[config.mk]
export PLATFORM = sky130hd
export DESIGN_NAME = tvd_queue
export DESIGN_NICKNAME = d
export VERILOG_FILES = /design/src/hdl/tvd_pkg.sv /design/src/hdl/tvd_queue.sv
export SDC_FILE = /design/constraint.sdc
export NUM_CORES = 1
export LEC_CHECK = 0
export BUFFER_PORTS_ARGS = -buffer_cell sky130_fd_sc_hd__buf_2
export CAP_MARGIN = 0
export CORE_AREA = 2 2 42 44
export DETAILED_ROUTE_END_ITERATION = 12
export DIE_AREA = 0 0 44 46
export PLACE_DENSITY = 0.78
export SLEW_MARGIN = 20
export SYNTH_ARGS = -nofsm -noshare
export SYNTH_HDL_FRONTEND = slang
export SYNTH_SLANG_ARGS = --single-unit
[constraint.sdc]
create_clock -name clk_i -period 3.7 [get_ports clk_i]
set_input_delay 0.74 -clock clk_i [delete_from_list [all_inputs] [get_ports clk_i]]
set_output_delay 0.74 -clock clk_i [all_outputs]
set_load 0.05 [all_outputs]
[src/hdl/tvd_pkg.sv]
// Shared types and constants of the TVD slope limiter.
package tvd_pkg;

  localparam int ModeW      = 3;
  localparam int ApbDataW   = 32;
  localparam int CfgAddrW   = 3;
  localparam int MulChunk   = 16;
  localparam int QueueDepth = 2;

  localparam logic [CfgAddrW-3:0] RegLimiterMode = '0;

  typedef enum logic [ModeW-1:0] {
    MODE_MINMOD2    = 3'd0,
    MODE_SUPERBEE   = 3'd1,
    MODE_MINMOD3    = 3'd2,
    MODE_VAN_LEER   = 3'd3,
    MODE_VAN_ALBADA = 3'd4
  } mode_e;

  typedef enum logic [1:0] {
    KIND_ZERO       = 2'd0,
    KIND_DIRECT     = 2'd1,
    KIND_VAN_LEER   = 2'd2,
    KIND_VAN_ALBADA = 2'd3
  } kind_e;

  typedef struct packed {
    logic  neg;
    kind_e kind;
  } ctl_t;

endpackage

[src/hdl/tvd_queue.sv]
// Short FIFO between the front and back stages.
module tvd_queue #(
  parameter int DATA_W = 8
) (
  input  logic              clk_i,
  input  logic              rst_ni,
  input  logic              in_valid_i,
  output logic              in_ready_o,
  input  logic [DATA_W-1:0] in_data_i,
  output logic              out_valid_o,
  input  logic              out_ready_i,
  output logic [DATA_W-1:0] out_data_o
);
  import tvd_pkg::*;

  localparam int PtrW = $clog2(QueueDepth);

  logic [DATA_W-1:0] mem_q [QueueDepth];
  logic [PtrW-1:0]   wp_q, rp_q;
  logic [PtrW:0]     cnt_q;
  logic              push, pop;

  assign in_ready_o  = cnt_q != (PtrW+1)'(QueueDepth);
  assign out_valid_o = cnt_q != '0;
  assign out_data_o  = mem_q[rp_q];
  assign push        = in_valid_i && in_ready_o;
  assign pop         = out_ready_i && out_valid_o;

  always_ff @(posedge clk_i or negedge rst_ni) begin
    if (!rst_ni) begin
      wp_q  <= '0;
      rp_q  <= '0;
      cnt_q <= '0;
    end else begin
      if (push) wp_q <= wp_q + 1'b1;
      if (pop) rp_q <= rp_q + 1'b1;
      if (push && !pop) cnt_q <= cnt_q + 1'b1;
      else if (pop && !push) cnt_q <= cnt_q - 1'b1;
    end
  end

  always_ff @(posedge clk_i) begin
    if (push) mem_q[wp_q] <= in_data_i;
  end

endmodule

==> impl_results.md <==
- Core footprint: about 1600 um^2
- Hold Slack: roughly 230 ps
- Dpl hpwl: 826 um
- Reg-to-reg startpoint: cnt_q[0]$_DFFE_PN0P_
- Synth Area in Compound Gates: 0%
- Number of buffers added on ports: 21
- P&R area growth vs syn: 18.8%
- Finished Core Util: between 50 and 60%
- Power, Total: 0.859 mW
- Worst-skew pair later-pin latency: 290 ps
- FFs w/ async S/R, synth: ~20%
- Initial antenna violation count: 0
- Area share of the largest cell type after synthesis: around three fifths
- # setup viols final: 0
- Number of gates resized after CTS: 0
- Cell accounting for the most synthesized area: edfxtp_1
- TritonCTS Buffers: 3
- Crit path time final: between 2000 and 2500 ps
- Adder-cell area share of the yosys netlist: about 1.6%
- DR vias/cell: 5.00
- Req. time, crit path: a little under 3000 ps
- Gate count of the mapped netlist: 43
- Worst-Margin Slew: about 670 ps
- CP Capture Point: out_data_o[0]
- Reg2Reg Depth: 3
- Synth top cells by count: edfxtp_1, mux2_2, dfrtp_1
- Deepest clock path buffer count: 2
- Reg-to-reg critical path endpoint: mem_q[0][0]$_DFFE_PP_
- Largest family of logic cells by synthesized area: multiplexers
- Post-DR wirelength/cell: between 10 and 15 um
- Gpl congestion: 0.707
- Largest cells by area after synthesis: edfxtp_1, dfrtp_1, mux2_2
- Crit path DAT: 1460 ps
- Largest net degree at the start of global routing: 12
- Post-CTS Setup Repair Bufs: 0
- H-tree depth: 1
- Post-Synth Simple-Gate Area: 6.52%
- Maximum vdd ir drop: around 500 uV
- Final ANT Viol Nets: 0
- Yosys cell types: 14
- Mapped Avg Cell Area: 18.3 um^2
- Final period util: between 50% and 60%
- Number of placement rows: 15
- Nets: between 80 and 90
- Max-cap viol count: 0
- Die width: approximately 44 um
- Via count: between 400 and 500
- Leak: 0.383 nW
- Layout Cells excl Fill: between 80 and 90
- Initial cell density of the core: around half
- Crit Path Max Fanout: 9
- Final WL: around 1100 um
- Synth warn: 0
- Clock Skew: between 7 and 8 ps
- Fraction of synthesized area in multiplexers: between 10% and 20%
- GRT Resource Usage Total: between 10% and 20%
- Synth Flop Type: edfxtp_1
- CTS clk-pin slew, worst paths: approximately 100 ps
- Post-synth EDFFs: 16
- Ports: 22
- Slew headroom: a little under three fifths
- Clk sinks: 20
- Cts hold-fix bufs: 0
- Syn_nets: between 50 and 60
- Root buffer cell: clkbuf_4
- PwrDens: 919 nW/um^2
- Mapped cell area: 787 um^2
- Fin Setup TNS: 0 ps
- Status: completed
- Layout cells sized above 1: 52.2%
- Hold Path Class: input port to asynchronous set/reset pin
- DRC: 0
- Register area share after synthesis: 73.8%
- First-pass GRT wire length: between 1500 and 2000 um
- Unrepaired setup endpoints after global routing: no
- Worst reg2reg setup slack: around 2100 ps
- WS Path Type: flop to output port
- DP Cell Count: 80
- Register bit total from synthesis: 20
- Xor-xnor portion of the synthesized cell area: about 5.6%
- Worst Setup SP: rp_q$_DFFE_PN0P_
- Crit. End Element: output port
- DR pass1 iterations: 1
- Die ar.: roughly 2000 um^2
- Worst setup SP type: flop
- Total grt overflow: 0
- Ant. Diodes: 0
- Vias in the first global route: 387
- Count leader, synth: edfxtp_1
- Die Ht: about 46 um
- Starting DRT DRC Count: 0
- Pins Over Slew Limit: 0
- Final hold vios: 0
- TritonCTS clock tree: done
- Fmax achieved: 455 MHz
==> report_power, final <==
part / leakage (nW) / switching, mW / internal, mW / total [mW]
registers: 0.195 / 0.0476 / 0.315 / 0.362
clock network: 0.0150 / 0.0583 / 0.0418 / 0.100
logic: 0.173 / 0.264 / 0.132 / 0.396
total: 0.383 / 0.370 / 0.489 / 0.859
==> logic make-up (layout without fill, tap and decap cells) <==
logic type	after synthesis	count (layout)
xor+xnor	5	5
fa+ha+maj	1	1
buf+inv	2	26
flops	20	20
mux	8	8
simple gates	7	7
==> registers in the layout, summed over array words and instances (netlist names) <==
register,flops
cnt_q,2
mem_q,16
rp_q,1
wp_q,1
==> layer usage <==
metal,routed length (um),GRT usage [%]
met5,0,0
met4,17,7.27
met3,55,3.97
met2,567,20.3
met1,442,15.2
==> placed cells by master, fill, tap and decap left out, types with 2 or more instances in the layout <==
cell,instances
buf_2,21
clkbuf_4,3
dfrtp_1,4
edfxtp_1,16
mux2_2,8
nor2_1,2
xnor2_1,3
xor2_1,2
==> through the flow <==
stage	area (um^2)	setup slack (ps)
CTS	935	1460
finish	935	1500
floorplan	787	2000
detailed placement	908	1800
global placement	908	1820
global route	935	1410
==> layout make-up <==
type | count | area, um^2
Tap cell | 17 | 21.3
Timing Repair Buffer | 21 | 105
Sequential cell | 20 | 581
Multi-Input combinational cell | 21 | 198
Fill cell | 137 | 679
Clock buffer | 4 | 26.3
Inverter | 1 | 3.75
==> critical path, cell delays in order, from the launching register on <==
cell     delay, ps
dfrtp_1        580
mux2_2         390
buf_2          210
==> worst min path at each step <==
stage | from | endpoint | slack (ps) | cells after the start
detailed placement | wp_q$_DFFE_PN0P_ | wp_q$_DFFE_PN0P_ | 480 | 1
global placement | wp_q$_DFFE_PN0P_ | wp_q$_DFFE_PN0P_ | 480 | 1
global route | rst_ni | wp_q$_DFFE_PN0P_ | 220 | 1
CTS | rst_ni | wp_q$_DFFE_PN0P_ | 230 | 1
floorplan | rst_ni | cnt_q[0]$_DFFE_PN0P_ | 440 | 0
finish | rst_ni | wp_q$_DFFE_PN0P_ | 230 | 1
Power figures use the tool's default switching activity.
