===== src/hdl/tvd_pkg.sv =====
// Shared types and constants of the TVD slope limiter.
package tvd_pkg;

  localparam int ModeW      = 3;
  localparam int ApbDataW   = 32;
  localparam int CfgAddrW   = 3;
  localparam int MulChunk   = 16;
  localparam int QueueDepth = 2;

  localparam logic [CfgAddrW-3:0] RegLimiterMode = '0;

  typedef enum logic [ModeW-1:0] {
    MODE_MINMOD2    = 3'd0,
    MODE_SUPERBEE   = 3'd1,
    MODE_MINMOD3    = 3'd2,
    MODE_VAN_LEER   = 3'd3,
    MODE_VAN_ALBADA = 3'd4
  } mode_e;

  typedef enum logic [1:0] {
    KIND_ZERO       = 2'd0,
    KIND_DIRECT     = 2'd1,
    KIND_VAN_LEER   = 2'd2,
    KIND_VAN_ALBADA = 2'd3
  } kind_e;

  typedef struct packed {
    logic  neg;
    kind_e kind;
  } ctl_t;

endpackage


===== src/hdl/tvd_ifs.sv =====
// Stream channel interfaces for slope sets and limited slopes.
interface tvd_in_if #(parameter int DATA_WIDTH = 32) ();
  logic                         valid;
  logic                         ready;
  logic signed [DATA_WIDTH-1:0] slope_a;
  logic signed [DATA_WIDTH-1:0] slope_b;
  logic signed [DATA_WIDTH-1:0] slope_c;

  modport source (output valid, output slope_a, output slope_b, output slope_c, input ready);
  modport sink (input valid, input slope_a, input slope_b, input slope_c, output ready);
endinterface



===== src/hdl/tvd_front.sv =====
// Front stage: splits slopes into sign and magnitude and classifies the job.
module tvd_front #(
  parameter int DATA_WIDTH = 32
) (
  input  logic                         clk_i,
  input  logic                         rst_ni,
  tvd_in_if.sink                       in_i,
  input  logic [tvd_pkg::ModeW-1:0]    mode_i,
  output logic                         valid_o,
  input  logic                         ready_i,
  output tvd_pkg::ctl_t                ctl_o,
  output logic [DATA_WIDTH-1:0]        ma_o,
  output logic [DATA_WIDTH-1:0]        mb_o,
  output logic [DATA_WIDTH:0]          dmag_o
);
  import tvd_pkg::*;

  logic                  na, nb, nc, same2, same3;
  logic [DATA_WIDTH-1:0] ma, mb, mc, min2, min3;
  logic [DATA_WIDTH:0]   a2, b2, t1, t2, sb;
  ctl_t                  ctl_d;
  logic [DATA_WIDTH:0]   dmag_d;
  logic                  valid_q;
  ctl_t                  ctl_q;
  logic [DATA_WIDTH-1:0] ma_q, mb_q;
  logic [DATA_WIDTH:0]   dmag_q;

  assign na = in_i.slope_a[DATA_WIDTH-1];
  assign nb = in_i.slope_b[DATA_WIDTH-1];
  assign nc = in_i.slope_c[DATA_WIDTH-1];
  assign ma = na ? DATA_WIDTH'(~in_i.slope_a + 1'b1) : DATA_WIDTH'(in_i.slope_a);
  assign mb = nb ? DATA_WIDTH'(~in_i.slope_b + 1'b1) : DATA_WIDTH'(in_i.slope_b);
  assign mc = nc ? DATA_WIDTH'(~in_i.slope_c + 1'b1) : DATA_WIDTH'(in_i.slope_c);

  assign same2 = (ma != '0) && (mb != '0) && (na == nb);
  assign same3 = same2 && (mc != '0) && (nb == nc);

  assign min2 = (ma < mb) ? ma : mb;
  assign min3 = (mc < min2) ? mc : min2;
  assign a2   = {ma, 1'b0};
  assign b2   = {mb, 1'b0};
  assign t1   = (a2 < {1'b0, mb}) ? a2 : {1'b0, mb};
  assign t2   = ({1'b0, ma} < b2) ? {1'b0, ma} : b2;
  assign sb   = (t1 > t2) ? t1 : t2;

  always_comb begin
    ctl_d.neg  = na;
    ctl_d.kind = KIND_ZERO;
    dmag_d     = '0;
    unique case (mode_e'(mode_i))
      MODE_SUPERBEE: begin
        if (same2) begin
          ctl_d.kind = KIND_DIRECT;
          dmag_d     = sb;
        end
      end
      MODE_MINMOD3: begin
        if (same3) begin
          ctl_d.kind = KIND_DIRECT;
          dmag_d     = {1'b0, min3};
        end
      end
      MODE_VAN_LEER: begin
        if (same2) ctl_d.kind = KIND_VAN_LEER;
      end
      MODE_VAN_ALBADA: begin
        if (same2) ctl_d.kind = KIND_VAN_ALBADA;
      end
      default: begin
        if (same2) begin
          ctl_d.kind = KIND_DIRECT;
          dmag_d     = {1'b0, min2};
        end
      end
    endcase
  end

  assign in_i.ready = !valid_q || ready_i;

  always_ff @(posedge clk_i or negedge rst_ni) begin
    if (!rst_ni) begin
      valid_q <= 1'b0;
    end else if (in_i.ready) begin
      valid_q <= in_i.valid;
    end
  end

  always_ff @(posedge clk_i) begin
    if (in_i.ready && in_i.valid) begin
      ctl_q  <= ctl_d;
      ma_q   <= ma;
      mb_q   <= mb;
      dmag_q <= dmag_d;
    end
  end

  assign valid_o = valid_q;
  assign ctl_o   = ctl_q;
  assign ma_o    = ma_q;
  assign mb_o    = mb_q;
  assign dmag_o  = dmag_q;

endmodule


===== src/flat_wrapper.sv =====
// flat-port wrapper written by rule: the top's interface ports become plain ports
module tvd_front_flat import tvd_pkg::*;
#(
  parameter int DATA_WIDTH = 32
)
  (clk_i, rst_ni, mode_i, valid_o, ready_i, ctl_o, ma_o, mb_o, dmag_o, in_i_valid, in_i_slope_a, in_i_slope_b, in_i_slope_c, in_i_ready);
  tvd_in_if #(.DATA_WIDTH(DATA_WIDTH)) in_i_i ();
  input  logic clk_i;
  input  logic rst_ni;
  input  logic [tvd_pkg::ModeW-1:0] mode_i;
  output logic valid_o;
  input  logic ready_i;
  output tvd_pkg::ctl_t ctl_o;
  output logic [DATA_WIDTH-1:0] ma_o;
  output logic [DATA_WIDTH-1:0] mb_o;
  output logic [DATA_WIDTH:0] dmag_o;
  input wire logic [$bits(in_i_i.valid)-1:0] in_i_valid;
  input wire logic [$bits(in_i_i.slope_a)-1:0] in_i_slope_a;
  input wire logic [$bits(in_i_i.slope_b)-1:0] in_i_slope_b;
  input wire logic [$bits(in_i_i.slope_c)-1:0] in_i_slope_c;
  output wire logic [$bits(in_i_i.ready)-1:0] in_i_ready;
  assign in_i_i.valid = in_i_valid;
  assign in_i_i.slope_a = in_i_slope_a;
  assign in_i_i.slope_b = in_i_slope_b;
  assign in_i_i.slope_c = in_i_slope_c;
  assign in_i_ready = in_i_i.ready;
  tvd_front #(.DATA_WIDTH(DATA_WIDTH)) u_core (.clk_i(clk_i), .rst_ni(rst_ni), .in_i(in_i_i), .mode_i(mode_i), .valid_o(valid_o), .ready_i(ready_i), .ctl_o(ctl_o), .ma_o(ma_o), .mb_o(mb_o), .dmag_o(dmag_o));
endmodule

===== config.mk =====
export PLATFORM = sky130hd
export DESIGN_NAME = tvd_front_flat
export DESIGN_NICKNAME = d
export VERILOG_FILES = /design/src/hdl/tvd_pkg.sv /design/src/hdl/tvd_ifs.sv /design/src/hdl/tvd_front.sv /design/src/flat_wrapper.sv
export SDC_FILE = /design/constraint.sdc
export NUM_CORES = 1
export LEC_CHECK = 0
export ABC_AREA = 1
export BUFFER_PORTS_ARGS = -buffer_cell sky130_fd_sc_hd__buf_4
export CORE_ASPECT_RATIO = 0.75
export CORE_MARGIN = 2
export CORE_UTILIZATION = 45
export CTS_CLUSTER_SIZE = 8
export DETAILED_ROUTE_END_ITERATION = 8
export MAX_ROUTING_LAYER = met4
export PLACE_DENSITY_LB_ADDON = 0.25
export SETUP_SLACK_MARGIN = 0.3
export SKIP_LAST_GASP = 1
export SYNTH_ARGS = -nofsm -noshare
export SYNTH_HDL_FRONTEND = slang
export SYNTH_SLANG_ARGS = --single-unit

===== constraint.sdc =====
create_clock -name clk_i -period 7.5 [get_ports clk_i]
set_clock_uncertainty 0.05 [all_clocks]
set_input_delay 1.5 -clock clk_i [delete_from_list [all_inputs] [get_ports clk_i]]
set_output_delay 1.5 -clock clk_i [all_outputs]
set_load 0.02 [all_outputs]

==> reports/metrics.csv <==
stage;metric;value;unit
placement;gp_congestion;1.033;
critical_path;cp_common_cell;nor2_4;
critical_path;critical_path_class;in2reg;
cells_and_area;instances_no_fill;2672;
synthesis;ys_ff_latch;101;
die;core-area;27130;um2
grt;use_met1;0.4494;
cells_and_area;drive_gt1_frac;0.3408;
power;pwr-share-clk;0.160;
flow_run;cap_violations;0;
drt;drt_iter0_drc;1172;
critical_path;end_kind;register;
power;p_seq_frac;0.220;
synthesis;yosysTopAreaCell;edfxtp_1;
synthesis;yosysSeqAreaShare;0.2427;
sta;period_needed;7.230;ns
grt;top_usage_layer;met2;
drt;drc;0;
drt;drt-total-wl;49710;um
power;p_comb_frac;0.620;
min_path;hold_path_class;reg2reg;
min_path;worstHoldEndpoint;u_core.valid_o$_DFFE_PN0N_;
die;rows;52;
min_path;holdPathStages;2;
grt;grt.met2_usage;0.4932;
placement;place_inst;2631;
die;die_y;148.2;um
cts;path_clk_slew;0.08;ns
placement;dp_hpwl;39830;um
sta;report.final.slew_viol_count;0;
sta;whs;0.5554;ns
critical_path;cp_data_required_time;7.58;ns
synthesis;synth_top_area_share;0.2407;
drt;antenna_left;0;
synthesis;synth_edf_count;100;
power;cellLeakagePower;9.157;nW
die;boundaryPins;205;
power;cellPowerDensity;175.4;nW/um2
cells_and_area;diodes;0;
sta;final_hold_viol_count;0;
die;die_area;29080;um2
synthesis;async_flop_share;0.009901;
grt;antenna_found_initial;0;
cts;cts_inserted_buffers;9;
sta;tightest_slew;1.262;ns
grt;grt_pass1_wl;72210;um
sta;rsz0062_at_grt;yes;
die;die_x;196.3;um
grt;overflow;0;
cts;clk_latency;0.38;ns
critical_path;cpLargestDelayFamily;simple AND/OR/NAND/NOR gates;
sta;period_share;0.9640;
sta;fin_setup_tns;0;ns
sta;setup_viol;0;
cells_and_area;syn_to_final_growth;46.51;%
critical_path;slowest_stage;ha_1;
cts;cts.sinks;101;
power;internal_power;0.001821;W
die;initial_utilization;0.4598;
synthesis;syn_area;12470;um2
status;outcome;complete, no violations;
cts;ctsLongestPathBuffers;2;
power;swShare;0.4320;
cts;ctsHtreeMaxLevel;3;
critical_path;critPathMaxFanout;8;
critical_path;r2r_start;u_core.valid_o$_DFFE_PN0N_;
grt;grt_max_degree;53;
placement;io_buffers;204;
grt;grtUsageTotal;0.3298;
drt;wl_per_cell;18.60;um
drt;via_per_inst;5.492;
sta;slew_headroom;0.1557;
power;switching_power;0.001385;W
critical_path;slowest_delay;0.30;ns
sta;setup_ws;0.2698;ns
cells_and_area;final_nets;2574;
placement;place_ws;-0.1661;ns
drt;num_vias;14680;
min_path;min_from;u_core.valid_o$_DFFE_PN0N_;
synthesis;yosys-top-cells-area;edfxtp_1 24%, ha_1 16%, nand2_1 13%;
critical_path;crit_buf_inv;13;
critical_path;rr_worst_depth;3;
cells_and_area;n_fill_cell;2364;
synthesis;synth_flop_cell;edfxtp_1;
drt;dr.pass1.iters;8;
critical_path;timing.rr.end;u_core.dmag_o[14]$_DFFE_PP_;
grt;met3_usage;0.07029;
synthesis;yosysUniqueCellTypes;55;
sta;max_freq;138.3;MHz
grt;grt_pass1_vias;13390;
cts;root_buffer;clkbuf_16;
placement;dpl_cell_area;16740;um2
synthesis;ys_warn_count;0;
critical_path;rrSetupSlack;5.20;ns
cells_and_area;final_area;18280;um2
power;worst_ir_drop_vdd;0.0001291;V
critical_path;arrival;7.31;ns
synthesis;syn-mean-instance-area;6.938;um2
critical_path;critPathLaunchType;input pin;
synthesis;syn_inst;1798;
cts;cts_tree;done;
-- through the flow --
step / util / power [W]
after floorplan: - / 0.001670
after global placement: 0.6171 / 0.002393
after detailed placement: 0.6171 / 0.002427
after CTS: 0.6295 / 0.002958
after global routing: 0.6736 / 0.003407
final: 0.6736 / 0.003206
-- flip-flops by register name (all words and copies together) (netlist names) --
register        count
u_core.ctl_o        3
u_core.ma_o        32
u_core.dmag_o      33
u_core.mb_o        32
u_core.valid_o      1
-- how the worst max path moves through the flow --
stage / start / to / slack [ns] / cells after the start
after floorplan: in_i_valid / u_core.ctl_o[0]$_DFFE_PP_ / 0.49 / 2
after global placement: in_i_slope_a[0] / u_core.dmag_o[0]$_DFFE_PP_ / -0.03 / 42
after CTS: in_i_slope_a[0] / u_core.dmag_o[0]$_DFFE_PP_ / 0.33 / 45
after global routing: in_i_slope_b[1] / u_core.dmag_o[19]$_DFFE_PP_ / 0.005 / 44
final: in_i_slope_b[1] / u_core.dmag_o[24]$_DFFE_PP_ / 0.27 / 44
after detailed placement: in_i_slope_a[0] / u_core.dmag_o[1]$_DFFE_PP_ / -0.17 / 43
-- kinds of logic after synthesis --
logic type                 after synthesis  share of synthesized area
xor gates and xnor gates                77                    0.05707
AOI/OAI and AO/OA                      194                    0.09408
DFF                                    101                     0.2427
adders and majority gates              155                     0.1555
buffers and inverters                  327                     0.1049
and+or+nand+nor                        942                     0.3451
other                                    2                  0.0006020
-- synthesized netlist by cell type (7+ instances only) --
cell / n
a211oi_1: 14
a21oi_1: 62
and2_1: 30
buf_2: 24
buf_4: 7
clkbuf_1: 19
clkinv_1: 26
edfxtp_1: 100
ha_1: 155
inv_1: 234
inv_2: 12
nand2_1: 445
nand3_1: 200
nand4_1: 72
nor2_1: 110
nor3_1: 24
nor4_1: 23
o211ai_1: 7
o21a_1: 29
o21ai_0: 50
o21ai_1: 9
or2_2: 7
xnor2_1: 10
xor2_1: 62
-- cell type report --
class,instances,area (um2),area share
inverter,273,1035,0.05662
clock buffer,9,225.2,0.01232
tap,351,439.2,0.02403
multi-input combinational,1372,8980,0.4913
sequential,101,3028,0.1657
clock inverter,7,80.08,0.004381
timing repair buffer,559,4489,0.2456
-- cell usage in the layout (no fill, tap or decap), drive strengths merged, types with 4 or more instances in the layout --
cell type  Yosys  final
xor2          65     65
nand3        204    204
o211ai         7      7
clkinv        26     11
a21oi         62     62
ha           155    155
xnor2         12     12
o31ai          5      5
nor4          24     24
o21ai         59     59
edfxtp       100    100
nand2        452    453
buf           35    554
or2            8      8
a211oi        14     14
clkbuf        19     14
nor3          28     28
nand3b         4      4
inv          247    266
nand4         74     74
nor2         115    115
o21a          29     29
and2          30     30
-- power groups by stage --
stage | Combinational [W] | Clock, W | Sequential (W)
after floorplan | 0.000895 | 0 | 0.000774
after global placement | 0.00168 | 0 | 0.000717
final | 0.00199 | 0.000512 | 0.000705
after CTS | 0.00173 | 0.000522 | 0.000705
after detailed placement | 0.00171 | 0 | 0.000717
after global routing | 0.00216 | 0.000540 | 0.000708
-- routing by layer --
layer	wire length, um	vias up
li1	-	7062
met1	21810	6873
met2	21610	657
met3	4908	83
met4	1376	0
met5	0	-
-- worst register-to-register path: cells and delay by family (launching register included) --
family | cells | cell delay [ns]
buffers and inverters | 2 | 1.25
flip-flops | 1 | 0.43
AO/OA/AOI/OAI | 1 | 0.15
-- repair_timing --
item	in CTS	in global routing
cloned	0	9
resized for setup	6	236
setup endpoints to repair	31	32
buffers inserted	1	15
endpoints found under the hold margin	0	0
hold buffers	0	0
pin swaps	3	75
(Power assumes the default switching activity.)
